===== config.mk =====
export PLATFORM = sky130hd
export DESIGN_NAME = humidity_temp_frame_crc_decoder_unit
export DESIGN_NICKNAME = d
export VERILOG_FILES = /design/src/hdl/htcrc_pkg.sv /design/src/hdl/humidity_temp_frame_crc_decoder_unit.sv
export SDC_FILE = /design/constraint.sdc
export NUM_CORES = 1
export LEC_CHECK = 0
export BUFFER_PORTS_ARGS = -buffer_cell sky130_fd_sc_hd__buf_2
export CORE_MARGIN = 5
export CORE_UTILIZATION = 39
export CTS_CLUSTER_DIAMETER = 50
export CTS_CLUSTER_SIZE = 10
export DETAILED_ROUTE_END_ITERATION = 8
export SLEW_MARGIN = 20
export SYNTH_ARGS = -nofsm -noshare
export SYNTH_HDL_FRONTEND = slang
export SYNTH_SLANG_ARGS = --single-unit

===== constraint.sdc =====
create_clock -name clock -period 24.8 [get_ports clock]
set_clock_uncertainty 0.05 [all_clocks]
set_input_delay 1.24 -clock clock [delete_from_list [all_inputs] [get_ports clock]]
set_output_delay 1.24 -clock clock [all_outputs]
set_load 0.01 [all_outputs]

===== src/hdl/htcrc_pkg.sv =====
`timescale 1ns / 1ps
// ----------------------------------------------------------------------------
// htcrc_pkg: shared types, constants and the CRC function of the sensor frame decoder
// Holds the CRC-8 step, the byte positions of the six-byte readout frame,
// the status codes and the constants of the fixed-point scaling.
// ----------------------------------------------------------------------------
package htcrc_pkg;

   // CRC-8 as used by the sensor: polynomial x^8 + x^5 + x^4 + 1, MSB first.
   localparam logic [7:0] CRC_POLY = 8'h31;
   localparam logic [7:0] CRC_INIT = 8'hFF;
   localparam logic [7:0] CRC_MSB  = 8'h80;

   // Position of a byte inside the readout frame.
   typedef logic [2:0] pos_type;
   localparam pos_type POS_TEMP_MSB = 3'd0;
   localparam pos_type POS_TEMP_LSB = 3'd1;
   localparam pos_type POS_TEMP_CRC = 3'd2;
   localparam pos_type POS_HUM_MSB  = 3'd3;
   localparam pos_type POS_HUM_LSB  = 3'd4;
   localparam pos_type POS_HUM_CRC  = 3'd5;

   // Result status; the temperature check takes priority.
   typedef enum logic [1:0] {
      STATUS_OK           = 2'd0,
      STATUS_TEMP_CRC_ERR = 2'd1,
      STATUS_HUM_CRC_ERR  = 2'd2
   } status_type;

   // Scaling: value = floor(SPAN * raw / 65535), temperature offset by -45.00.
   localparam logic [30:0] TEMP_SPAN_CENTI   = 31'd17500;
   localparam logic [14:0] TEMP_OFFSET_CENTI = 15'd4500;
   localparam logic [29:0] HUM_SPAN_CENTI    = 30'd10000;
   localparam logic [13:0] HUM_MAX_CENTI     = 14'd10000;
   localparam logic [16:0] RAW_FULL_SCALE    = 17'd65535;

   // One byte of CRC-8 processing, eight bit steps.
   function automatic logic [7:0] crc8_byte(input logic [7:0] crc, input logic [7:0] data);
      logic [7:0] c;
      c = crc ^ data;
      for (int i = 0; i < 8; i++) begin
         if ((c & CRC_MSB) != 8'h00) begin
            c = (c << 1) ^ CRC_POLY;
         end else begin
            c = c << 1;
         end
      end
      return c;
   endfunction

endpackage


===== src/hdl/humidity_temp_frame_crc_decoder_unit.sv =====
`timescale 1ns / 1ps
// ----------------------------------------------------------------------------
// humidity_temp_frame_crc_decoder_unit: CRC-checked sensor readout decoder
// Collects the six-byte frame (temperature word, CRC, humidity word, CRC),
// checks both words with CRC-8 and emits one scaled result per frame.
// ----------------------------------------------------------------------------
// Throughput: one byte word per clock cycle, sustained, on the request side;
// only a sixth byte waits, and only while an older result is not yet taken.
// The sixth frame byte passes the byte register and then the result register,
// where its result word becomes valid on the response side.
// Reset: synchronous, active high; clears both valid bits and returns the frame
// state to byte position zero with the CRC at 0xFF.

module humidity_temp_frame_crc_decoder_unit
   import htcrc_pkg::*;
(
   input  logic        clock,
   input  logic        reset,
   // Request stream: one frame byte per word.
   input  logic        req_tvalid,
   output logic        req_tready,
   input  logic [7:0]  req_tdata,   // [7:0] frame_byte
   input  logic        req_tuser,   // [0] frame_start
   // Response stream: one decoded result per complete frame.
   output logic        rsp_tvalid,
   input  logic        rsp_tready,
   output logic [63:0] rsp_tdata    // [1:0] status, [16:2] temperature_centi,
                                    // [30:17] humidity_centi, [46:31] raw_temperature,
                                    // [62:47] raw_humidity, [63] zero
);

   // ------------------------------------------------------------------------
   // Byte register. It may load whenever it is empty or its byte moves on, so
   // the input keeps flowing; only a frame-closing byte has to wait for room
   // in the result register.
   // ------------------------------------------------------------------------
   logic       byte_valid_ff;
   logic [7:0] byte_data_ff;
   logic       byte_start_ff;

   logic       rsp_valid_ff;

   logic       rsp_ready;
   logic       byte_fire;
   logic       req_fire;

   assign rsp_ready = !rsp_valid_ff || rsp_tready;

   // ------------------------------------------------------------------------
   // Frame state and the per-byte decode.
   // ------------------------------------------------------------------------
   pos_type    pos_ff,   pos_in;
   logic [7:0] crc_ff,   crc_in;
   logic [15:0] temp_word_ff, temp_word_in;
   logic [15:0] hum_word_ff,  hum_word_in;
   logic        temp_good_ff, temp_good_in;

   logic       restart;
   pos_type    eff_pos;
   logic [7:0] crc_cur;
   logic [7:0] crc_step;
   logic       is_last;
   status_type frame_status;

   always_comb begin
      // A start flag, or a position that should never occur, begins a new frame.
      restart      = byte_start_ff || (pos_ff > POS_HUM_CRC);
      eff_pos      = restart ? POS_TEMP_MSB : pos_ff;
      crc_cur      = restart ? CRC_INIT : crc_ff;
      crc_step     = crc8_byte(crc_cur, byte_data_ff);
      is_last      = (eff_pos == POS_HUM_CRC);

      pos_in       = is_last ? POS_TEMP_MSB : eff_pos + 3'd1;
      crc_in       = crc_cur;
      temp_word_in = temp_word_ff;
      hum_word_in  = hum_word_ff;
      temp_good_in = temp_good_ff;
      frame_status = STATUS_OK;

      unique case (eff_pos)
         POS_TEMP_MSB: begin
            temp_word_in = {byte_data_ff, temp_word_ff[7:0]};
            crc_in       = crc_step;
         end
         POS_TEMP_LSB: begin
            temp_word_in = {temp_word_ff[15:8], byte_data_ff};
            crc_in       = crc_step;
         end
         POS_TEMP_CRC: begin
            temp_good_in = (crc_cur == byte_data_ff);
            crc_in       = CRC_INIT;
         end
         POS_HUM_MSB: begin
            hum_word_in = {byte_data_ff, hum_word_ff[7:0]};
            crc_in      = crc_step;
         end
         POS_HUM_LSB: begin
            hum_word_in = {hum_word_ff[15:8], byte_data_ff};
            crc_in      = crc_step;
         end
         POS_HUM_CRC: begin
            crc_in = CRC_INIT;
            priority if (!temp_good_ff) begin
               frame_status = STATUS_TEMP_CRC_ERR;
            end else if (crc_cur != byte_data_ff) begin
               frame_status = STATUS_HUM_CRC_ERR;
            end else begin
               frame_status = STATUS_OK;
            end
         end
         default: begin
            crc_in = crc_cur;
         end
      endcase
   end

   // The byte leaves its register when it causes no result, or when the result
   // register can take the completed frame.
   assign byte_fire  = byte_valid_ff && (!is_last || rsp_ready);
   assign req_tready = !byte_valid_ff || byte_fire;
   assign req_fire   = req_tvalid && req_tready;

   always_ff @(posedge clock) begin
      if (reset) begin
         byte_valid_ff <= 1'b0;
      end else if (req_tready) begin
         byte_valid_ff <= req_tvalid;
      end
      if (req_fire) begin
         byte_data_ff  <= req_tdata;
         byte_start_ff <= req_tuser;
      end
   end

   always_ff @(posedge clock) begin
      if (reset) begin
         pos_ff       <= POS_TEMP_MSB;
         crc_ff       <= CRC_INIT;
         temp_word_ff <= 16'h0000;
         hum_word_ff  <= 16'h0000;
         temp_good_ff <= 1'b0;
      end else if (byte_fire) begin
         pos_ff       <= pos_in;
         crc_ff       <= crc_in;
         temp_word_ff <= temp_word_in;
         hum_word_ff  <= hum_word_in;
         temp_good_ff <= temp_good_in;
      end
   end

   // ------------------------------------------------------------------------
   // Scaling. Both words are complete when the humidity CRC byte is decoded,
   // so the products come straight from the word registers. The spans are
   // constants, so each product is a handful of shifted adds.
   // Division by 65535: with x = 65536*q0 + lo, the remainder against 65535
   // is lo + q0, which stays below twice the divisor, so one compare fixes q.
   // ------------------------------------------------------------------------
   logic [30:0] temp_prod;
   logic [29:0] hum_prod;
   logic [14:0] temp_q0;
   logic [16:0] temp_r0;
   logic [14:0] temp_q;
   logic [14:0] temp_centi;
   logic [13:0] hum_q0;
   logic [16:0] hum_r0;
   logic [13:0] hum_q;
   logic [13:0] hum_centi;

   always_comb begin
      temp_prod  = TEMP_SPAN_CENTI * {15'd0, temp_word_ff};
      hum_prod   = HUM_SPAN_CENTI * {14'd0, hum_word_ff};

      temp_q0    = temp_prod[30:16];
      temp_r0    = {1'b0, temp_prod[15:0]} + {2'b00, temp_q0};
      temp_q     = temp_q0 + {14'd0, (temp_r0 >= RAW_FULL_SCALE)};
      temp_centi = temp_q - TEMP_OFFSET_CENTI;

      hum_q0     = hum_prod[29:16];
      hum_r0     = {1'b0, hum_prod[15:0]} + {3'b000, hum_q0};
      hum_q      = hum_q0 + {13'd0, (hum_r0 >= RAW_FULL_SCALE)};
      hum_centi  = (hum_q > HUM_MAX_CENTI) ? HUM_MAX_CENTI : hum_q;
   end

   // ------------------------------------------------------------------------
   // Result register.
   // ------------------------------------------------------------------------
   status_type         rsp_status_ff;
   logic signed [14:0] rsp_temp_centi_ff;
   logic [13:0]        rsp_hum_centi_ff;
   logic [15:0]        rsp_raw_temp_ff;
   logic [15:0]        rsp_raw_hum_ff;
   logic               rsp_load;

   assign rsp_load = byte_fire && is_last;

   always_ff @(posedge clock) begin
      if (reset) begin
         rsp_valid_ff <= 1'b0;
      end else if (rsp_ready) begin
         rsp_valid_ff <= rsp_load;
      end
      if (rsp_load) begin
         rsp_status_ff     <= frame_status;
         rsp_temp_centi_ff <= signed'(temp_centi);
         rsp_hum_centi_ff  <= hum_centi;
         rsp_raw_temp_ff   <= temp_word_ff;
         rsp_raw_hum_ff    <= hum_word_ff;
      end
   end

   assign rsp_tvalid = rsp_valid_ff;
   assign rsp_tdata  = {1'b0, rsp_raw_hum_ff, rsp_raw_temp_ff, rsp_hum_centi_ff,
                        rsp_temp_centi_ff, rsp_status_ff};

`ifndef SYNTH
   // The frame position never leaves the six valid byte slots.
   assert property (@(posedge clock) disable iff (reset) pos_ff <= POS_HUM_CRC)
      else $error("frame position out of range");

   // A result appears only from the sixth byte of a frame.
   assert property (@(posedge clock) disable iff (reset)
      $rose(rsp_valid_ff) |-> $past(byte_fire && is_last))
      else $error("result register loaded without a completed frame");

   // A stalled result word stays put until it is taken.
   assert property (@(posedge clock) disable iff (reset)
      rsp_valid_ff && !rsp_tready |=> rsp_valid_ff && $stable(rsp_tdata))
      else $error("result word changed or dropped while stalled");

   // Scaled results stay inside their physical ranges.
   assert property (@(posedge clock) disable iff (reset)
      rsp_valid_ff |-> (rsp_hum_centi_ff <= HUM_MAX_CENTI) &&
                       (rsp_temp_centi_ff >= -15'sd4500) &&
                       (rsp_temp_centi_ff <= 15'sd13000))
      else $error("scaled result out of range");
`endif

endmodule

==> results of run 1 <==
critical path, delay by kind of cell (launching register included):
family,cells,cell delay [ns]
adders and majority gates,9,3.28
AOI/OAI and AO/OA,12,2.85
and+or+nand+nor,9,1.91
xor gates and xnor gates,2,0.69
DFF,1,0.45
buffers and inverters,6,0.40
layer usage:
layer  track usage  up-vias
li1              -     4559
met5             0        -
met3        0.0361       21
met4        0.0429        0
met2         0.247      199
met1         0.230     4331
cells by family (layout without fill, tap and decap cells):
logic type | Yosys count | after routing | share of synthesized area
mux | 19 | 19 | 0.0155
flops | 118 | 118 | 0.250
buf+inv | 263 | 343 | 0.0818
fa+ha+maj | 279 | 279 | 0.333
xor+xnor | 95 | 95 | 0.0685
simple gates | 299 | 299 | 0.122
other cells | 1 | 1 | 0.000304
compound gates | 226 | 226 | 0.130
cell usage in the layout, fill, tap and decap left out, types with 4 or more instances in the layout:
| cell | netlist | final |
|---|---|---|
| edfxtp_1 | 72 | 72 |
| a211oi_1 | 8 | 8 |
| nor2b_1 | 8 | 8 |
| dfxtp_1 | 46 | 46 |
| ha_1 | 197 | 197 |
| a31oi_1 | 6 | 6 |
| fa_1 | 82 | 82 |
| bufinv_16 | 0 | 5 |
| mux2i_1 | 18 | 18 |
| nand3_1 | 41 | 41 |
| xor2_1 | 32 | 32 |
| a21oi_1 | 73 | 73 |
| inv_1 | 232 | 231 |
| nor3b_1 | 7 | 7 |
| o211ai_1 | 7 | 7 |
| or3_1 | 6 | 6 |
| nor2_1 | 79 | 79 |
| nor4_1 | 6 | 6 |
| o21bai_1 | 8 | 8 |
| and3_1 | 8 | 8 |
| nor3_1 | 17 | 17 |
| nand2b_1 | 24 | 24 |
| a2111oi_0 | 4 | 4 |
| nand2_1 | 67 | 67 |
| xnor2_1 | 62 | 62 |
| o22ai_1 | 10 | 10 |
| nand4_1 | 6 | 6 |
| a21o_1 | 25 | 25 |
| o21a_1 | 6 | 6 |
| clkbuf_16 | 0 | 17 |
| and2_1 | 10 | 10 |
| buf_2 | 7 | 77 |
| o21ai_0 | 22 | 22 |
| o21ai_1 | 7 | 7 |
synth_stat cells, types with 4 or more instances:
master | count | share of area
o21ai_0 | 22 | 0.0089
nor3b_1 | 7 | 0.0043
and3_1 | 8 | 0.0041
buf_2 | 7 | 0.0028
clkbuf_1 | 17 | 0.0052
nor4_1 | 6 | 0.0030
nor3_1 | 17 | 0.0069
nand3_1 | 41 | 0.017
mux2i_1 | 18 | 0.015
o21a_1 | 6 | 0.0036
dfxtp_1 | 46 | 0.075
a21o_1 | 25 | 0.015
o22ai_1 | 10 | 0.0051
buf_1 | 4 | 0.0012
o21ai_1 | 7 | 0.0028
a2111oi_0 | 4 | 0.0028
nand2_1 | 67 | 0.020
xor2_1 | 32 | 0.023
a21oi_1 | 73 | 0.030
ha_1 | 197 | 0.20
nand4_1 | 6 | 0.0030
nor2_1 | 79 | 0.024
edfxtp_1 | 72 | 0.18
nand2b_1 | 24 | 0.012
or3_1 | 6 | 0.0030
a211oi_1 | 8 | 0.0049
nor2b_1 | 8 | 0.0041
xnor2_1 | 62 | 0.044
o21bai_1 | 8 | 0.0049
a31oi_1 | 6 | 0.0030
fa_1 | 82 | 0.13
and2_1 | 10 | 0.0051
o211ai_1 | 7 | 0.0043
inv_1 | 232 | 0.071
layout make-up:
class	count	area, sq um
clock inverters	15	226
repair buffers	78	393
multi-input cells	919	8260
flip-flops and latches	118	3080
well taps	402	503
fillers	3032	17600
clock buffers	17	425
inverters	233	877
final timing paths:
path                              end  cells after the start            from
setup / recovery  rsp_hum_centi_ff[2]                     38  hum_word_ff[4]
hold / removal              crc_ff[1]                      2       crc_ff[1]
setup reg to reg  rsp_hum_centi_ff[2]                     38  hum_word_ff[4]
hold reg to reg             crc_ff[1]                      2       crc_ff[1]
power by group:
group | total [mW] | internal (mW) | switching [mW] | leakage [nW]
clock network | 0.281 | 0.179 | 0.102 | 0.312
registers | 0.222 | 0.213 | 0.00842 | 1.07
logic | 0.0973 | 0.0417 | 0.0555 | 5.75
state kept, by name, indices dropped and copies added, names as in the netlist, 3 cells and up:
name and cells:
byte_data_ff 8, crc_ff 8, hum_word_ff 16, pos_ff 3, rsp_hum_centi_ff 14, rsp_raw_hum_ff 16, rsp_raw_temp_ff 16, rsp_temp_centi_ff 15
temp_word_ff 16
metrics by stage:
| stage | worst slack (ns) | cells | util | area, sq um | power, mW |
|---|---|---|---|---|---|
| after floorplan | 16.21 | 1300 | - | 12300 | 0.302 |
| after global placement | 15.37 | 1750 | 0.418 | 13100 | 0.321 |
| after detailed placement | 15.06 | 1750 | 0.418 | 13100 | 0.323 |
| after CTS | 14.99 | 1782 | 0.438 | 13800 | 0.607 |
| after global routing | 14.30 | 1782 | 0.438 | 13800 | 0.630 |
| final | 14.98 | 1782 | 0.438 | 13800 | 0.600 |
==> flow_summary.toml, run 1 <==
[synth]
synth_ff_type = "edfxtp_1"
syn_avg_cell_area_sq_um = 9.50
synth_cell_types = 87
ys_ff_latch = 118
synth_warnings = 0
synth_area_sq_mm = 0.0123
synth-edff-count = 72
async_reset_ff_frac = 0
synth_fp_nets = 1592
synth_cells = 1300
ys_seq_area_frac = 0.250

[power]
p_leak_nw = 7.13
peakVddDrop_v = 0.0000554
p_per_area_mw_per_mm2 = 43.6

[die]
rows = 65
die_w_um = 188
dieHeight_um = 188
initial_core_util = 0.393
die_area_sq_mm = 0.0353
core-area_sq_mm = 0.0314
num_io_pins = 79

[global_routing]
grt_pass1_wl_um = 46100
grt.overflow.total = 0
grt_pass1_vias = 9126
grt_max_degree = 47
antenna_found_initial = 0
track_usage = 0.161

[route]
firstDrtPassIters = 5
routed.top_layer = "met4"
drt-met1-wl_um = 13600
num_vias = 9110
routed_wl_um = 27600
wl_met2_um = 12200
ant_nets = 0
routedWlPerCell_um = 15.5
met3WireLength_um = 1430
post_drt_via_cell_ratio = 5.11
drc_errors = 0
drt_iter0_drc = 574

[clocking]
cts_inserted_buffers = 17
hold_buffers = 0
clk_path_buf_depth = 2
clk_pin_slew_ns = 0.07
cts_setup_buffers = 0
cts_max_level = 4
insertion_delay_ns = 0.44
cts_num_sinks = 118
cts_resized = 0
cts_root_buf = "clkbuf_16"
tritoncts = "yes"

[layout]
antenna_cells = 0
drive_above_1_share = 0.0986
syn2layout_area_growth_pct = 11.5
final_nets = 1659

[critical_path]
start_kind = "flop"
slowest_delay_ns = 0.56
crit_fanout = 11
ff2ff_setup_slack_ns = 14.98
endpoint_kind = "flop"
critical_path.slowest_cell = "fa_1"
required_ns = 25.01
arrival_ns = 10.02
critPathKind = "flop to flop"

[sta]
setup_viol = 0
drv_slew = 0
timing.hold.ws_ns = 0.450
period_share = 0.396
relSlewSlack = 0.451
rsz0062_at_grt = "false"
finalHoldViolations = 0
fmax_mhz = 102
tightestPinTransition_ns = 0.823
finalSetupTns_ns = 0
fin_crit_ns = 9.82

[outcome]
run_status = "completed"

[placed_design]
post-dp-hpwl_um = 22000
gp_congestion = 0.934
numPortBuffers = 77

[worst_hold_path]
hold_class = "flop to flop"

[flow_run]
cap_violations = 0
Power figures use the tool's default switching activity.
==> run 2, diff against run 1 <==
Settings changed: ABC_AREA set to 1.
Clock period 24.8 ns to 10.1 ns, I/O delays scaled along.
==> flow_summary.toml, run 2 <==
[outcome]
run_status = "completed"

[power]
internal_power_mw = 1.03
pwr-share-comb = 0.267
p_leak_nw = 7.75
p_clk_frac = 0.386
peakVddDrop_v = 0.000114
p_per_area_mw_per_mm2 = 108
power.switching_mw = 0.530
netSwitchingFraction = 0.339
power_frac_seq = 0.347

[synth]
synth_warnings = 0
synth_cell_types = 53
synth_cells = 1606
synth_top_family_by_area = "adder cells"
synth-simple-area-share = 0.197
synth_fa_ha_area_frac = 0.316
synth_ff_type = "edfxtp_1"
synthTopCellsByArea = "ha_1 19%, edfxtp_1 17%, fa_1 13%"
synthXorXnorAreaFrac = 0.0443
synth-compound-area-share = 0.0897
syn_avg_cell_area_sq_um = 8.09
synth_fp_nets = 1898
synth_area_sq_mm = 0.0130
synth_top_area_share = 0.190
synth-edff-count = 72
muxShareOfSynthArea = 0
synth.most_common_cell = "inv_1"
synth_common_cells = "364 x inv_1, 275 x nand2_1, 197 x ha_1"
synth_top_area_cell = "ha_1"
async_reset_ff_frac = 0
ys_seq_area_frac = 0.237
ys_ff_latch = 118

[sta]
fin_crit_ns = 7.75
period_share = 0.767
finalHoldViolations = 0
setup_viol = 0
tightestPinTransition_ns = 0.905
rsz0062_at_grt = "false"
drv_slew = 0
fmax_mhz = 129
finalSetupTns_ns = 0
worst_slack_ns = 2.35
relSlewSlack = 0.394

[global_routing]
grt_pass1_wl_um = 52100
track_usage = 0.178
grt_pass1_vias = 10126
grt.overflow.total = 0
grt_max_degree = 43
antenna_found_initial = 0

[critical_path]
crit_fanout = 9
endpoint_kind = "flop"
crit_top_cell = "nand2_1"
critical_path.slowest_cell = "fa_1"
required_ns = 10.23
arrival_ns = 7.88
critPathKind = "flop to flop"
slowest_delay_ns = 0.56
start_kind = "flop"

[route]
routedWlPerCell_um = 15.0
drt_iter0_drc = 616
ant_nets = 0
num_vias = 10425
routed_wl_um = 32200
firstDrtPassIters = 5
post_drt_via_cell_ratio = 4.86
drc_errors = 0

[clocking]
cts_max_level = 4
hold_buffers = 0
cts_inserted_buffers = 17
cts_root_buf = "clkbuf_16"
cts_resized = 0
cts_num_sinks = 118
clk_path_buf_depth = 2
cts_setup_buffers = 0
tritoncts = "yes"
clk_pin_slew_ns = 0.06
insertion_delay_ns = 0.43

[placed_design]
numPortBuffers = 77
pre_cts_slack_ns = 2.35
placedCellCount = 2112
gp_congestion = 0.908
post-dp-hpwl_um = 26800

[die]
initial_core_util = 0.397
dieHeight_um = 193
die_area_sq_mm = 0.0371
core-area_sq_mm = 0.0327
num_io_pins = 79
die_w_um = 193
rows = 66

[layout]
final_util = 0.442
layout_commonest_cell = "inv_1"
drive_above_1_share = 0.119
antenna_cells = 0
final_nets = 1981
final-instance-count-excl-fill = 2144
fillCellCount = 3372
syn2layout_area_growth_pct = 11.1
final_cell_mix = "364 x inv_1, 275 x nand2_1, 197 x ha_1, 108 x a21oi_1, 82 x fa_1"

[flow_run]
cap_violations = 0

[worst_hold_path]
hold_class = "input port to flop"
[run 2: layout make-up]
type | instances | area, sq um | share of cell area
clock buffer | 20 | 458 | 0.0317
sequential | 118 | 3080 | 0.213
clock inverter | 12 | 115 | 0.00797
inverter | 378 | 1420 | 0.0982
multi-input combinational | 1096 | 8420 | 0.583
tap | 442 | 553 | 0.0383
timing repair buffer | 78 | 393 | 0.0272
[run 2: worst paths after layout]
kind	from	endpoint	slack, ns	cells after the start
max	hum_word_ff[6]	rsp_hum_centi_ff[10]	2.35	42
min	req_tuser	byte_start_ff	0.19	1
max reg2reg	hum_word_ff[6]	rsp_hum_centi_ff[10]	2.35	42
min reg2reg	crc_ff[3]	crc_ff[3]	0.41	2
[run 2: cell families (layout without fill, tap and decap cells)]
| logic type | count (synthesis) | count (layout) |
|---|---|---|
| buf+inv | 392 | 488 |
| xor+xnor | 58 | 58 |
| compound gates | 209 | 209 |
| fa+ha+maj | 279 | 279 |
| simple gates | 549 | 549 |
| other cells | 1 | 1 |
| flops | 118 | 118 |
[run 2: metrics by stage]
step | power, mW | hold WS (ns) | instance area (sq um)
2_1_floorplan | 0.863 | 0.383 | 13000
3_5_place_dp | 0.969 | 0.404 | 13900
4_1_cts | 1.58 | 0.172 | 14400
6_report | 1.56 | 0.191 | 14400
5_1_grt | 1.67 | 0.170 | 14400
3_3_place_gp | 0.965 | 0.394 | 13900
[run 2: worst max-delay path: cells and delay by family, from the launching register on]
family,cells,cell delay (ns)
adder cells (fa/ha/maj),9,3.55
AND/OR/NAND/NOR,23,2.15
AO/OA/AOI/OAI,3,0.65
buffers and inverters,6,0.52
flip-flops,1,0.43
XOR/XNOR,1,0.13
[run 2: power groups by stage]
stage	Clock (mW)	Sequential, mW	Combinational, mW
finish	0.604	0.543	0.417
detailed placement	0	0.553	0.415
global route	0.642	0.544	0.479
global placement	0	0.553	0.412
CTS	0.621	0.543	0.420
floorplan	0	0.546	0.317
[run 2: metal layers]
metal  share of wire  global-route usage
met2            0.44               0.276
met5               0                   0
met3           0.043              0.0311
met4           0.014              0.0442
met1            0.51               0.260
